## config.mk

```make
export PLATFORM = sky130hd
export DESIGN_NAME = whs_round
export DESIGN_NICKNAME = d
export VERILOG_FILES = /design/src/design/whs_pkg.sv /design/src/design/whs_round.sv
export SDC_FILE = /design/constraint.sdc
export NUM_CORES = 1
export LEC_CHECK = 0
export BUFFER_PORTS_ARGS = -buffer_cell sky130_fd_sc_hd__clkbuf_2
export CORE_MARGIN = 4
export CORE_UTILIZATION = 40
export CTS_CLUSTER_DIAMETER = 150
export DETAILED_ROUTE_END_ITERATION = 10
export PLACE_DENSITY = 0.75
export SLEW_MARGIN = 10
export SYNTH_ARGS = -nofsm -noshare
export SYNTH_HDL_FRONTEND = slang
export SYNTH_SLANG_ARGS = --single-unit
```

## constraint.sdc

```tcl
create_clock -name clk -period 2.2 [get_ports clk]
set_input_delay 0.11 -clock clk [delete_from_list [all_inputs] [get_ports clk]]
set_output_delay 0.11 -clock clk [all_outputs]
set_load 0.01 [all_outputs]
```

## src/design/whs_pkg.sv

```systemverilog
// Shared constants, register codes and the arctangent table for the
// waypoint heading steering block. No dependencies.
package whs_pkg;

  // CORDIC angle accumulator fraction: units of 2^-24 degree
  localparam int ACC_FRAC  = 24;
  localparam int TABLE_LEN = 24;
  // Accumulator width: holds -100 .. +360 degrees at 2^-24 degree
  localparam int Z_W       = 35;
  localparam int ANGLE_W   = 16;
  localparam int SPEED_W   = 16;
  localparam int CFG_ADDR_W = 3;

  localparam logic signed [Z_W-1:0] Z_DEG180 = Z_W'(64'd180 << ACC_FRAC);
  localparam logic signed [Z_W-1:0] Z_DEG360 = Z_W'(64'd360 << ACC_FRAC);

  // Register indexes of the configuration port
  typedef enum logic [CFG_ADDR_W-1:0] {
    REG_TARGET_X  = 3'd0,
    REG_TARGET_Y  = 3'd1,
    REG_FWD_SPEED = 3'd2,
    REG_TURN_SPEED = 3'd3,
    REG_FACING_TOL = 3'd4
  } cfg_reg_t;

  // atan(2^-i) in degrees, scaled by 2^24, rounded to nearest
  function automatic logic [29:0] atan_lut(input int idx);
    case (idx)
      0:  return 30'd754974720;
      1:  return 30'd445687602;
      2:  return 30'd235489088;
      3:  return 30'd119537938;
      4:  return 30'd60000934;
      5:  return 30'd30029717;
      6:  return 30'd15018523;
      7:  return 30'd7509720;
      8:  return 30'd3754917;
      9:  return 30'd1877466;
      10: return 30'd938734;
      11: return 30'd469367;
      12: return 30'd234684;
      13: return 30'd117342;
      14: return 30'd58671;
      15: return 30'd29335;
      16: return 30'd14668;
      17: return 30'd7334;
      18: return 30'd3667;
      19: return 30'd1833;
      20: return 30'd917;
      21: return 30'd458;
      22: return 30'd229;
      23: return 30'd115;
      default: return '0;
    endcase
  endfunction

  // Number of restoring subtract steps that bring a 16-bit yaw below full
  function automatic int yaw_steps(input int full);
    int k;
    k = 0;
    for (int s = 0; s < 9; s++) begin
      if ((full << k) <= 65535) k++;
    end
    return k;
  endfunction

endpackage

```

## src/design/whs_round.sv

```systemverilog
// Bearing cell: wraps the accumulated angle to 0..360 degrees and rounds
// it to the output angle unit. Depends on whs_pkg.
module whs_round import whs_pkg::*; #(
  parameter int ANGLE_FRAC_BITS = 7,
  parameter int FULL            = 46080,
  parameter int BW              = 16,
  parameter int RW              = 16
) (
  input  logic                  clk,
  input  logic                  rst_n,
  input  logic                  valid_i,
  output logic                  ready_o,
  input  logic signed [Z_W-1:0] z_i,
  input  logic                  zero_i,
  input  logic [ANGLE_W-1:0]    yaw_i,
  input  logic [ANGLE_W-1:0]    yaw_red_i,
  output logic                  valid_o,
  input  logic                  ready_i,
  output logic [BW-1:0]         bearing_o,
  output logic [ANGLE_W-1:0]    yaw_o,
  output logic [ANGLE_W-1:0]    yaw_red_o
);

  localparam int                    SHIFT     = ACC_FRAC - ANGLE_FRAC_BITS;
  localparam logic signed [Z_W-1:0] HALF      = Z_W'(64'd1 << (SHIFT - 1));
  localparam logic signed [Z_W-1:0] WRAP_HALF = Z_W'(Z_DEG360 + HALF);
  localparam logic [RW-1:0]         FULL_R    = RW'(FULL);

  logic                  v_r;
  logic signed [Z_W-1:0] sum;
  logic [RW-1:0]         r;
  logic [BW-1:0]         bearing_nxt;

  // wrap negative angles and add the rounding half in one add
  assign sum = z_i + (z_i[Z_W-1] ? WRAP_HALF : HALF);
  assign r   = RW'(sum >>> SHIFT);

  // a result of exactly a full turn reads as zero; waypoint reached is zero
  always_comb begin
    if (zero_i) begin
      bearing_nxt = '0;
    end else if (r >= FULL_R) begin
      bearing_nxt = BW'(r - FULL_R);
    end else begin
      bearing_nxt = BW'(r);
    end
  end

  assign ready_o = !v_r || ready_i;
  assign valid_o = v_r;

  always_ff @(posedge clk) begin
    if (!rst_n) begin
      v_r <= 1'b0;
    end else if (ready_o) begin
      v_r <= valid_i;
    end
  end

  always_ff @(posedge clk) begin
    if (valid_i && ready_o) begin
      bearing_o <= bearing_nxt;
      yaw_o     <= yaw_i;
      yaw_red_o <= yaw_red_i;
    end
  end

endmodule

```

-- Word level (Yosys, flattened, before mapping)
Index checks and enable logic that the tools add are counted.
- register bits after elaboration: 49
- input bits: 72
- output and inout bits: 50
- word-level logic and storage cells: 12
- add/subtract/negate cells: 2
- $lt $le $gt $ge: 1
- mux-type cells: 2
- reductions and logical operators: 3
- operators with widths (operator ; number):
    33-bit adder ; 1
    33-bit two-way mux ; 1
    16-bit greater-or-equal comparator, second input constant ; 1
    16-bit two-way mux ; 1
    16-bit subtractor, second input constant ; 1
    1-bit logical AND ; 1
    1-bit zero test ; 1
    1-bit logical OR ; 1

-- Depth between registers and ports, before layout
Gate-level depths: netlist of the first run.
- depth after elaboration: 4
- gate-level depth with buffers: 11

-- Worst setup path before layout of the first run
Ideal clock, no wire load.
- path kind: input port to flip-flop
- start: in z_i[27]
- end: reg bearing_o[14] (data pin)
- library setup time: 152 ps
- arrival time: 2043 ps
- required time: 2048 ps
- path slack: 5 ps
- stages: 10
- path buffers: 0
- path through: ha_1 -> and3_1 -> a31oi_2 -> xor2_1 -> ha_1 -> nor2b_1 -> o2111ai_1 -> a211oi_2 -> nand4b_1 -> a31oi_1
- longest elaborated chain between the ends: 3
- elaborated cells on any way between the ends: 4
- classes of those cells: 2 x add/sub; 1 x order compare; 1 x mux
- ends and longest elaborated chain (item ; line ; RTL):
    start, declared ; whs_round.sv:13 ; input logic signed [Z_W-1:0] z_i,
    33-bit adder (*) ; whs_round.sv:35 ; assign sum = z_i + (z_i[Z_W-1] ? WRAP_HALF : HALF);
    16-bit subtractor / 16-bit greater-or-equal comparator (equally long branches) ; whs_round.sv:43, whs_round.sv:42 ;
    16-bit two-way mux (*) ; whs_round.sv:42 ; end else if (r >= FULL_R) begin
    end signal, assigned ; whs_round.sv:62 ; bearing_o <= bearing_nxt;
    end, declared ; whs_round.sv:19 ; output logic [BW-1:0] bearing_o,
Every way passes the cells marked *; elsewhere a longest branch is shown, timed or not.
A chain may end at the register's enable or synchronous reset.

-- Worst setup path in the final report of the first run
- start: in z_i[16]
- end: reg bearing_o[10] (data pin)
Same word-level chain as after synthesis.

==> impl_metrics.csv, run 1 <==
group,metric,value,unit
critical_path,setup.worst_path.start,"z_i[16]",
finish,n_antenna_cell,0,
clocking,cts-htree-levels,2,
global_route,grt_pass1_wl,10400,um
sta,setup_viol,0,
global_route,grt_use_total,0.177,
logic_synthesis,ys_ff_latch,49,
logic_synthesis,synthCells,178,
critical_path,timing.critical_path.required,2330,ps
pwr,power_switching_share,0.255,
detailed_routing,drt-pass1-iter-count,4,
detailed_routing,vias,2065,
finish,final_layout_size_suffix_gt1_frac,0.458,
critical_path,regToRegEndpoint,"bearing_o[6]$_SDFFCE_PP0P_",
finish,multi_input_comb_area,895,sq um
critical_path,worst-setup-path-type,"input pin to flip-flop",
logic_synthesis,synth.top_cells.by_area,"sky130_fd_sc_hd__edfxtp_1, sky130_fd_sc_hd__xor2_1, sky130_fd_sc_hd__ha_1",
detailed_routing,drtIter0Drc,109,
finish,fillCellCount,445,
detailed_routing,drtAntennaViolNets,0,
clocking,insertion_delay,290,ps
logic_synthesis,most_used_dff_post_synth,"sky130_fd_sc_hd__edfxtp_1",
clocking,clock_tree_from_tritoncts,"built",
die,number_of_placement_rows,27,
status,status,"finished, final reports clean",
detailed_routing,detail_route.wl_per_cell,16.4,um
logic_synthesis,synth_largest_type_area_fraction,0.604,
logic_synthesis,ys_seq_area_frac,0.612,
finish,postLayoutCoreUtil,0.628,
clocking,clock_sink_count,49,
sta,final_period_demand_of_the_worst_path,1970,ps
critical_path,worstSetupStartpointType,"input pin",
logic_synthesis,synth_most_common_cell,"sky130_fd_sc_hd__edfxtp_1",
global_route,pin_count_of_the_biggest_net_entering_global_routing,23,
die,die_h,85.2,um
global_route,globalRoute.totalOverflow,0,
critical_path,reg2reg_from,"valid_o$_SDFFE_PN0N_",
pwr,pwr-share-clk,0.237,
clocking,total_setup_buffers_inserted_after_cts,0,
global_route,grt_antenna_before_repair,0,
die,core-area,5640,sq um
clocking,cts_buffers,5,
die,floorplan.initialDensity,0.423,
detailed_routing,drt_wl_total,6650,um
die,io_pins,122,
detailed_routing,drt_drc_violations_left,0,
die,fp.dieW,85.2,um
logic_synthesis,synth-edff-count,48,
detailed_routing,post_detailed_route_via_to_cell_ratio,5.09,
pwr,power.density_cell_area,587,nW/um^2
finish,filler_free_cell_count_of_the_finished_design,406,
critical_path,regToRegSetupSlack,750,ps
placement,portBuffers,104,
placement,dp_hpwl,4750,um
sta,maxSlewHeadroom,0.705,
pwr,total_leakage_power,1.51,nW
finish,synthToLayoutAreaGrowth,48.5,%
clocking,cts.reportedPaths.clkPinSlew,80,ps
flow_run,cap_viol_max_count,0,
logic_synthesis,synth_largest_area_cell,"sky130_fd_sc_hd__edfxtp_1",
logic_synthesis,synth_cell_type_count,49,
logic_synthesis,syn-cell-area,2390,sq um
pwr,power.share.combinational,0.226,
die,dieArea,7270,sq um
logic_synthesis,synth_warnings,0,
sta,finalHoldWorstSlack,17.2,ps
placement,cell_count_post_placement,367,
worst_hold_path,min_path_type,"input pin to flip-flop",
clocking,cts_max_path_buffers,2,
global_route,first_global_vias,2022,
critical_path,timing.critical_path.to_type,"flip-flop",
critical_path,worst-r2r-cell-count,3,
critical_path,critical_path.max_fanout,6,
logic_synthesis,postSynthNetCount,255,
sta,totalNegativeSetupSlack,0,ps
critical_path,critical_path_arrival,2100,ps
placement,place_congestion,0.808,
pwr,power_frac_seq,0.537,
pwr,power.ir.vdd_worst,0.368,mV
sta,number_of_slew_limit_violations_in_the_final_report,0,
sta,clock.fmax,0.507,GHz
critical_path,critical_path.endpoint,"bearing_o[10]$_SDFFCE_PP0P_",
sta,transition_time_at_the_pin_with_the_least_slew_margin,439,ps
sta,worst_clock_skew,4.65,ps
logic_synthesis,syn-mean-instance-area,13.4,sq um
pwr,p_int,0.00155,W
clocking,clockRootBuffer,"sky130_fd_sc_hd__clkbuf_8",
sta,final_hold_violating_endpoints,0,
sta,min_period_over_period,0.896,
pwr,p_sw,0.000531,W
logic_synthesis,synthTopCellsByCount,"sky130_fd_sc_hd__edfxtp_1, sky130_fd_sc_hd__nor2_1, sky130_fd_sc_hd__nand2_1, sky130_fd_sc_hd__xor2_1",
logic_synthesis,proportion_of_synthesized_flip_flops_having_asynchronous_set_or_reset,0,
finish,seq_area,1460,sq um
finish,finish.net_count,410,
## repair_timing
| item | in CTS | in global routing |
|---|---|---|
| setup endpoints to repair | 0 | 3 |
| resized for setup | 0 | 6 |
| endpoints found under the hold margin | 28 | 3 |
| hold buffers | 28 | 3 |
## critical path: stages
cell	delay, ps
sky130_fd_sc_hd__clkbuf_2	100
sky130_fd_sc_hd__ha_2	220
sky130_fd_sc_hd__and4_2	210
sky130_fd_sc_hd__a31oi_2	170
sky130_fd_sc_hd__xor2_1	220
sky130_fd_sc_hd__ha_2	200
sky130_fd_sc_hd__nor2b_2	120
sky130_fd_sc_hd__o2111ai_1	130
sky130_fd_sc_hd__a211oi_2	260
sky130_fd_sc_hd__o2111ai_1	160
sky130_fd_sc_hd__a21oi_1	180
## through the flow
stage	power (W)	setup WS, ps	instance area, sq um
floorplan	0.00136	5.29	2390
detailed placement	0.00155	-168	3130
global route	0.00219	-17.5	3540
CTS	0.00207	133	3490
global placement	0.00154	-93.2	3130
finish	0.00208	228	3540
## flip-flops by register name, summed over array words and instances (netlist names)
| signal | cells |
|---|---|
| yaw_red_o | 16 |
| bearing_o | 16 |
| valid_o | 1 |
| yaw_o | 16 |
## kinds of logic (layout without fill, tap and decap cells)
kind of cell               count (synthesis)  in the layout  synth area share
buffers and inverters                     11            167            0.0241
and+or+nand+nor                           63             63             0.159
AOI/OAI and AO/OA                         35             35             0.123
xor gates and xnor gates                  15             15            0.0551
adders and majority gates                  5              5            0.0262
DFF                                       49             49             0.612
## cells in the final DEF, fill, tap and decap left out, drive strengths merged, types with 2 or more instances in the layout
cell,instances
a21oi,7
and3,5
nand2,9
a21o,3
clkbuf,111
o2111ai,3
nor2b,3
a21boi,2
a31o,3
edfxtp,48
nor3,2
xnor2,7
nor2,15
a31oi,3
xor2,8
ha,5
o21ai,4
nand4,7
nand2b,3
nor4,4
and4,3
or3,3
dlygate4sd3,31
buf,22
nand3,5
inv,2
## metal layers
metal,up-vias,routed length (um),track usage
met3,8,516,0.0311
li1,1001,-,-
met5,-,0,0
met4,0,113,0.0647
met1,956,2810,0.231
met2,100,3220,0.295
## how the worst min path moves through the flow
stage | to | depth (start not counted) | from
2_1_floorplan | yaw_o[0]$_DFFE_PP_ | 0 | yaw_i[0]
3_3_place_gp | yaw_red_o[13]$_DFFE_PP_ | 1 | yaw_red_i[13]
3_5_place_dp | yaw_red_o[10]$_DFFE_PP_ | 1 | yaw_red_i[10]
4_1_cts | yaw_red_o[9]$_DFFE_PP_ | 1 | yaw_red_i[9]
5_1_grt | yaw_red_o[13]$_DFFE_PP_ | 1 | yaw_red_i[13]
6_report | yaw_red_o[13]$_DFFE_PP_ | 1 | yaw_red_i[13]
## power groups by stage
stage | Sequential, W | Combinational (W) | Clock (W)
detailed placement | 0.00114 | 0.000414 | 0
finish | 0.00112 | 0.000470 | 0.000493
global placement | 0.00113 | 0.000405 | 0
floorplan | 0.00117 | 0.000186 | 0
CTS | 0.00112 | 0.000457 | 0.000502
global route | 0.00112 | 0.000516 | 0.000554
## cell type report
type / instances / area share
clock buffers: 7 / 0.0215
clock inverters: 1 / 0.00141
inverters: 2 / 0.00212
multi-input cells: 118 / 0.252
flip-flops and latches: 49 / 0.412
well taps: 72 / 0.0254
repair buffers: 157 / 0.285
No activity file was read; power rests on OpenSTA's default activity.
==> run 2: changes to the inputs <==
--- a/config.mk
+++ b/config.mk
@@ -5,12 +5,15 @@
 export SDC_FILE = /design/constraint.sdc
 export NUM_CORES = 1
 export LEC_CHECK = 0
+export ABC_AREA = 1
+export ABC_CLOCK_PERIOD_IN_PS = 2200
 export BUFFER_PORTS_ARGS = -buffer_cell sky130_fd_sc_hd__clkbuf_2
 export CORE_MARGIN = 4
 export CORE_UTILIZATION = 40
 export CTS_CLUSTER_DIAMETER = 150
 export DETAILED_ROUTE_END_ITERATION = 10
 export PLACE_DENSITY = 0.75
+export RECOVER_POWER = 100
 export SLEW_MARGIN = 10
 export SYNTH_ARGS = -nofsm -noshare
 export SYNTH_HDL_FRONTEND = slang
==> impl_metrics.csv, run 2 <==
group,metric,value,unit
logic_synthesis,synth_most_common_cell,"sky130_fd_sc_hd__nand2_1",
die,die_h,84.1,um
logic_synthesis,synth_warnings,0,
global_route,globalRoute.totalOverflow,0,
detailed_routing,drt_drc_violations_left,0,
clocking,clockRootBuffer,"sky130_fd_sc_hd__clkbuf_8",
die,dieArea,7080,sq um
sta,fin_ws,296,ps
logic_synthesis,ys_seq_area_frac,0.630,
logic_synthesis,synthCells,224,
logic_synthesis,synth.top_cells.by_area,"sky130_fd_sc_hd__edfxtp_1, sky130_fd_sc_hd__nand2_1, sky130_fd_sc_hd__nor2_1",
critical_path,worstSetupStartpointType,"input pin",
finish,synthToLayoutAreaGrowth,43.8,%
logic_synthesis,synthTopCellsByCount,"sky130_fd_sc_hd__nand2_1, sky130_fd_sc_hd__edfxtp_1, sky130_fd_sc_hd__nor2_1",
sta,worst_clock_skew,8.52,ps
pwr,power.density_cell_area,599,nW/um^2
logic_synthesis,most_used_dff_post_synth,"sky130_fd_sc_hd__edfxtp_1",
sta,transition_time_at_the_pin_with_the_least_slew_margin,1110,ps
logic_synthesis,synth-edff-count,48,
sta,unrepaired_setup_endpoints_after_global_routing,"no",
clocking,insertion_delay,290,ps
global_route,grt_antenna_before_repair,0,
sta,number_of_slew_limit_violations_in_the_final_report,0,
sta,min_period_over_period,0.865,
sta,setup_viol,0,
critical_path,critical-path-top-cell-by-count,"sky130_fd_sc_hd__nand2_1",
placement,place_congestion,0.866,
logic_synthesis,syn-cell-area,2320,sq um
flow_run,cap_viol_max_count,0,
placement,cell_count_post_placement,412,
finish,n_antenna_cell,0,
finish,multi_input_comb_area,737,sq um
sta,maxSlewHeadroom,0.261,
pwr,total_leakage_power,1.46,nW
detailed_routing,drt-pass1-iter-count,4,
critical_path,timing.critical_path.required,2250,ps
critical_path,timing.critical_path.to_type,"flip-flop",
sta,clock.fmax,0.525,GHz
logic_synthesis,synth_largest_type_area_fraction,0.622,
finish,commonest_non_fill_non_tap_cells_in_the_layout,"sky130_fd_sc_hd__clkbuf_1, sky130_fd_sc_hd__nand2_1, sky130_fd_sc_hd__clkbuf_2",
die,io_pins,122,
placement,detailedPlace.worstSlack,-44.6,ps
logic_synthesis,synth_cell_type_count,22,
finish,final_layout_size_suffix_gt1_frac,0.230,
critical_path,crit_path_cell_trace,"clkbuf_1, ha_1, nand2_1, nor2_2, nand3_1, nand3_1, nand2_1, inv_1, ha_1, nand2_1, nor2_1, nand3_1, nor2_1, nand2_1, nor2_2, nand3_2, nand2_2, nand2_1, nand2_1, nor2_1",
clocking,cts_buffers,5,
detailed_routing,post_detailed_route_via_to_cell_ratio,4.63,
critical_path,critical_path_arrival,1950,ps
critical_path,worst-setup-path-type,"input pin to flip-flop",
global_route,grt_pass1_wl,10200,um
clocking,total_setup_buffers_inserted_after_cts,0,
critical_path,crit_path_top_delay_cell,"sky130_fd_sc_hd__ha_1",
finish,seq_area,1460,sq um
status,status,"finished, final reports clean",
placement,dp_hpwl,4430,um
sta,final_hold_violating_endpoints,0,
critical_path,critical_path.max_stage_delay,290,ps
clocking,cts-htree-levels,2,
logic_synthesis,ys_ff_latch,49,
pwr,power.ir.vdd_worst,0.392,mV
clocking,clock_tree_from_tritoncts,"built",
detailed_routing,drtAntennaViolNets,0,
die,number_of_placement_rows,27,
detailed_routing,detail_route.wl_per_cell,13.7,um
critical_path,critical_path.max_fanout,4,
detailed_routing,drtIter0Drc,86,
logic_synthesis,syn-mean-instance-area,10.4,sq um
finish,reg_top3,"bearing_o (16), yaw_o (16), yaw_red_o (16)",
placement,portBuffers,104,
die,fp.dieW,84.1,um
die,floorplan.initialDensity,0.416,
global_route,pin_count_of_the_biggest_net_entering_global_routing,49,
finish,fillCellCount,499,
global_route,first_global_vias,2126,
logic_synthesis,postSynthNetCount,301,
detailed_routing,vias,2088,
sta,final_period_demand_of_the_worst_path,1900,ps
clocking,clock_sink_count,49,
sta,totalNegativeSetupSlack,0,ps
worst_hold_path,min_path_type,"input pin to flip-flop",
detailed_routing,drt_wl_total,6190,um
finish,filler_free_cell_count_of_the_finished_design,451,
logic_synthesis,proportion_of_synthesized_flip_flops_having_asynchronous_set_or_reset,0,
clocking,cts_max_path_buffers,2,
clocking,cts.reportedPaths.clkPinSlew,70,ps
finish,finish.net_count,455,
global_route,grt_use_total,0.181,
finish,layout_commonest_cell,"sky130_fd_sc_hd__clkbuf_1",
die,core-area,5570,sq um
logic_synthesis,synth_largest_area_cell,"sky130_fd_sc_hd__edfxtp_1",
-- run 2: changes by cell type after synthesis, moves of 10 or more --
| cell | delta |
|---|---|
| sky130_fd_sc_hd__nand2_1 | +44 |
| sky130_fd_sc_hd__nand3_1 | +10 |
| sky130_fd_sc_hd__inv_1 | +25 |
| sky130_fd_sc_hd__nor2_1 | +14 |
-- run 2: per-stage QoR --
stage | hold slack [ps] | utilization | power, W | area (sq um)
detailed placement | 289 | 0.544 | 0.00150 | 3030
global placement | 287 | 0.544 | 0.00149 | 3030
finish | 58.7 | 0.598 | 0.00200 | 3330
global route | 41.4 | 0.598 | 0.00212 | 3330
CTS | 8.89 | 0.615 | 0.00204 | 3430
floorplan | 209 | - | 0.00133 | 2320
-- run 2: layer usage --
metal | global-route usage | share of wire | vias up
met5 | 0 | 0 | -
met4 | 0.0614 | 0.014 | 0
met3 | 0.0451 | 0.083 | 7
met2 | 0.321 | 0.49 | 91
met1 | 0.212 | 0.41 | 943
li1 | - | - | 1047
-- run 2: worst max-delay path, delay by kind of cell --
kind	cells	cell delay (ps)
AND/OR/NAND/NOR	16	1290
adder cells (fa/ha/maj)	2	430
buffers and inverters	2	150
-- run 2: power breakdown --
part | switching [W] | leakage (nW) | internal, W
registers | 0.0000189 | 0.478 | 0.00110
logic | 0.000229 | 0.947 | 0.000163
clock network | 0.000263 | 0.0385 | 0.000225
-- run 2: cell families (layout without fill, tap and decap cells) --
family          count (synthesis)  after routing  share of synthesized area
flops                          49             49                      0.630
xor+xnor                        4              4                     0.0151
fa+ha+maj                       5              5                     0.0270
compound gates                 12             12                     0.0281
buf+inv                        31            186                     0.0502
simple gates                  123            123                      0.249
-- run 2: layout make-up --
class | instances | area share
clock buffer | 7 | 0.0229
sequential | 49 | 0.438
clock inverter | 1 | 0.00225
inverter | 30 | 0.0338
timing repair buffer | 148 | 0.255
tap | 72 | 0.0270
multi-input combinational | 144 | 0.221
-- run 2: path summary, 6_finish.rpt --
kind	start	depth (start not counted)	slack, ps	end
hold / removal	yaw_i[13]	1	60	yaw_o[13]$_DFFE_PP_
setup / recovery	z_i[34]	20	300	bearing_o[12]$_SDFFCE_PP0P_
hold reg to reg	valid_o$_SDFFE_PN0N_	2	640	valid_o$_SDFFE_PN0N_
setup reg to reg	valid_o$_SDFFE_PN0N_	2	440	yaw_o[13]$_DFFE_PP_
-- run 2: repair_timing --
action,4_1_cts,5_1_grt
hold buffers,31,0
endpoints found under the hold margin,31,0
setup endpoints to repair,0,3
resized for setup,0,1
==> run 3: changes to the inputs <==
--- a/config.mk
+++ b/config.mk
@@ -12,6 +12,7 @@
 export CORE_UTILIZATION = 40
 export CTS_CLUSTER_DIAMETER = 150
 export DETAILED_ROUTE_END_ITERATION = 10
+export GPL_TIMING_DRIVEN = 0
 export PLACE_DENSITY = 0.75
 export RECOVER_POWER = 100
 export SLEW_MARGIN = 10
==> constraint.sdc (replaced) <==
create_clock -name clk -period 2.2 [get_ports clk]
set_input_delay 0.33 -clock clk [delete_from_list [all_inputs] [get_ports clk]]
set_output_delay 0.33 -clock clk [all_outputs]
set_load 0.01 [all_outputs]
==> impl_metrics.csv, run 3 (synthesized netlist as in run 2, its figures left out) <==
group,metric,value,unit
detailed_routing,drt_drc_violations_left,0,
global_route,first_global_vias,1827,
critical_path,buffering_stage_count_on_the_worst_path_with_inverters_included,7,
detailed_routing,drt_wl_total,5390,um
finish,fillCellCount,479,
clocking,clock_sink_count,49,
pwr,power.density_cell_area,614,nW/um^2
finish,reg_top3,"bearing_o (16), yaw_o (16), yaw_red_o (16)",
die,floorplan.initialDensity,0.416,
die,fp.dieW,84.1,um
finish,finish.net_count,425,
critical_path,reg2reg_from,"valid_o$_SDFFE_PN0N_",
sta,clock.fmax,0.465,GHz
finish,commonest_non_fill_non_tap_cells_in_the_layout,"sky130_fd_sc_hd__clkbuf_2, sky130_fd_sc_hd__edfxtp_1, sky130_fd_sc_hd__nand2_1",
detailed_routing,vias,1953,
die,dieArea,7080,sq um
critical_path,regToRegSetupSlack,670,ps
finish,final_layout_size_suffix_gt1_frac,0.476,
pwr,power.ir.vdd_worst,0.328,mV
critical_path,worst-setup-path-type,"input pin to flip-flop",
global_route,grt_use_total,0.149,
die,number_of_placement_rows,27,
sta,transition_time_at_the_pin_with_the_least_slew_margin,745,ps
finish,n_antenna_cell,0,
sta,worst_clock_skew,3.50,ps
clocking,insertion_delay,290,ps
critical_path,timing.critical_path.to_type,"flip-flop",
clocking,cts_max_path_buffers,2,
critical_path,crit_path_cell_trace,"buf_8, ha_4, nand2_4, nor2_4, buf_4, buf_4, buf_4, buf_4, buf_4, nand3_4, nand2_2, nand2_1, nand2_2, inv_2, nor2_4, nand3_4, nand2_4, nand2_2, nand2_1, nor2_1",
detailed_routing,detail_route.wl_per_cell,12.8,um
sta,setup_viol,0,
flow_run,cap_viol_max_count,0,
critical_path,worstSetupStartpointType,"input pin",
global_route,globalRoute.totalOverflow,0,
clocking,clock_tree_from_tritoncts,"built",
critical_path,critical-path-top-cell-by-count,"sky130_fd_sc_hd__buf_4",
sta,maxSlewHeadroom,0.502,
clocking,clockRootBuffer,"sky130_fd_sc_hd__clkbuf_8",
critical_path,setup.worst_path.start,"z_i[34]",
sta,unrepaired_setup_endpoints_after_global_routing,"yes",
detailed_routing,drtIter0Drc,45,
detailed_routing,post_detailed_route_via_to_cell_ratio,4.64,
sta,min_period_over_period,0.977,
critical_path,timing.critical_path.required,2250,ps
detailed_routing,drt-pass1-iter-count,4,
critical_path,critical_path.max_stage_delay,270,ps
pwr,total_leakage_power,1.54,nW
die,die_h,84.1,um
global_route,grt_pass1_wl,8370,um
placement,portBuffers,104,
sta,finalHoldWorstSlack,206,ps
sta,totalNegativeSetupSlack,0,ps
sta,final_period_demand_of_the_worst_path,2150,ps
finish,layout_commonest_cell,"sky130_fd_sc_hd__clkbuf_2",
clocking,cts-htree-levels,2,
finish,synthToLayoutAreaGrowth,41.7,%
die,io_pins,122,
critical_path,critical_path.max_fanout,4,
detailed_routing,drtAntennaViolNets,0,
status,status,"finished, final reports clean",
worst_hold_path,holdCritStartpoint,"yaw_red_i[0]",
critical_path,crit_path_top_delay_cell,"sky130_fd_sc_hd__ha_4",
die,core-area,5570,sq um
critical_path,timing.critical_path.max_delay_family,"simple AND/OR/NAND/NOR gates",
clocking,cts.reportedPaths.clkPinSlew,90,ps
critical_path,critical_path_arrival,2200,ps
global_route,pin_count_of_the_biggest_net_entering_global_routing,28,
global_route,grt_antenna_before_repair,0,
sta,number_of_slew_limit_violations_in_the_final_report,0,
placement,place_congestion,0.810,
worst_hold_path,min_path_type,"input pin to flip-flop",
clocking,cts_buffers,5,
sta,final_hold_violating_endpoints,0,
placement,dp_hpwl,4210,um
run 3: cell count changes in the layout (fill, tap and decap cells not counted), sizes merged:
cell,change
dlygate4sd3,-31
clkinv,+3
clkinvlp,-1
buf,+6
clkbuf,-7
run 3: layer usage:
layer | up-vias | global-route usage | part of all wire
met5 | - | 0 | 0
met4 | 0 | 0.0526 | 0.015
met3 | 8 | 0.0383 | 0.093
met2 | 86 | 0.249 | 0.48
met1 | 866 | 0.187 | 0.41
li1 | 993 | - | -
run 3: layout make-up:
class	instances	area (sq um)	share of cell area
sequential	49	1460	0.445
multi-input combinational	144	877	0.267
timing repair buffer	117	654	0.199
inverter	30	113	0.0343
tap	72	90.1	0.0274
clock buffer	5	68.8	0.0209
clock inverter	3	17.5	0.00533
buffer	1	3.75	0.00114
run 3: worst paths after layout:
kind / to / depth (start not counted)
hold / removal: yaw_red_o[0]$_DFFE_PP_ / 1
setup / recovery: bearing_o[12]$_SDFFCE_PP0P_ / 20
setup reg to reg: yaw_red_o[8]$_DFFE_PP_ / 2
hold reg to reg: valid_o$_SDFFE_PN0N_ / 2
run 3: power by group:
group / total, W / switching, W / internal (W)
registers: 0.00111 / 0.0000156 / 0.00110
clock network: 0.000496 / 0.000276 / 0.000220
logic: 0.000408 / 0.000240 / 0.000168
run 3: through the flow:
step	setup slack (ps)	total power [W]	area [sq um]	std cells	util
2_1_floorplan	4.35	0.00133	2350	224	-
3_3_place_gp	-397	0.00148	2960	400	0.531
3_5_place_dp	-423	0.00149	2990	401	0.536
4_1_cts	4.09	0.00200	3150	417	0.565
5_1_grt	-68.0	0.00214	3290	421	0.589
6_report	51.4	0.00202	3290	421	0.589
run 3: timing repair:
item | in CTS | in global routing
hold endpoints to repair | 0 | 0
pin swaps | 10 | 15
buffers inserted | 8 | 4
resized for setup | 5 | 26
gates cloned | 0 | 0
endpoints found under the setup margin | 4 | 5
hold buffers | 0 | 0
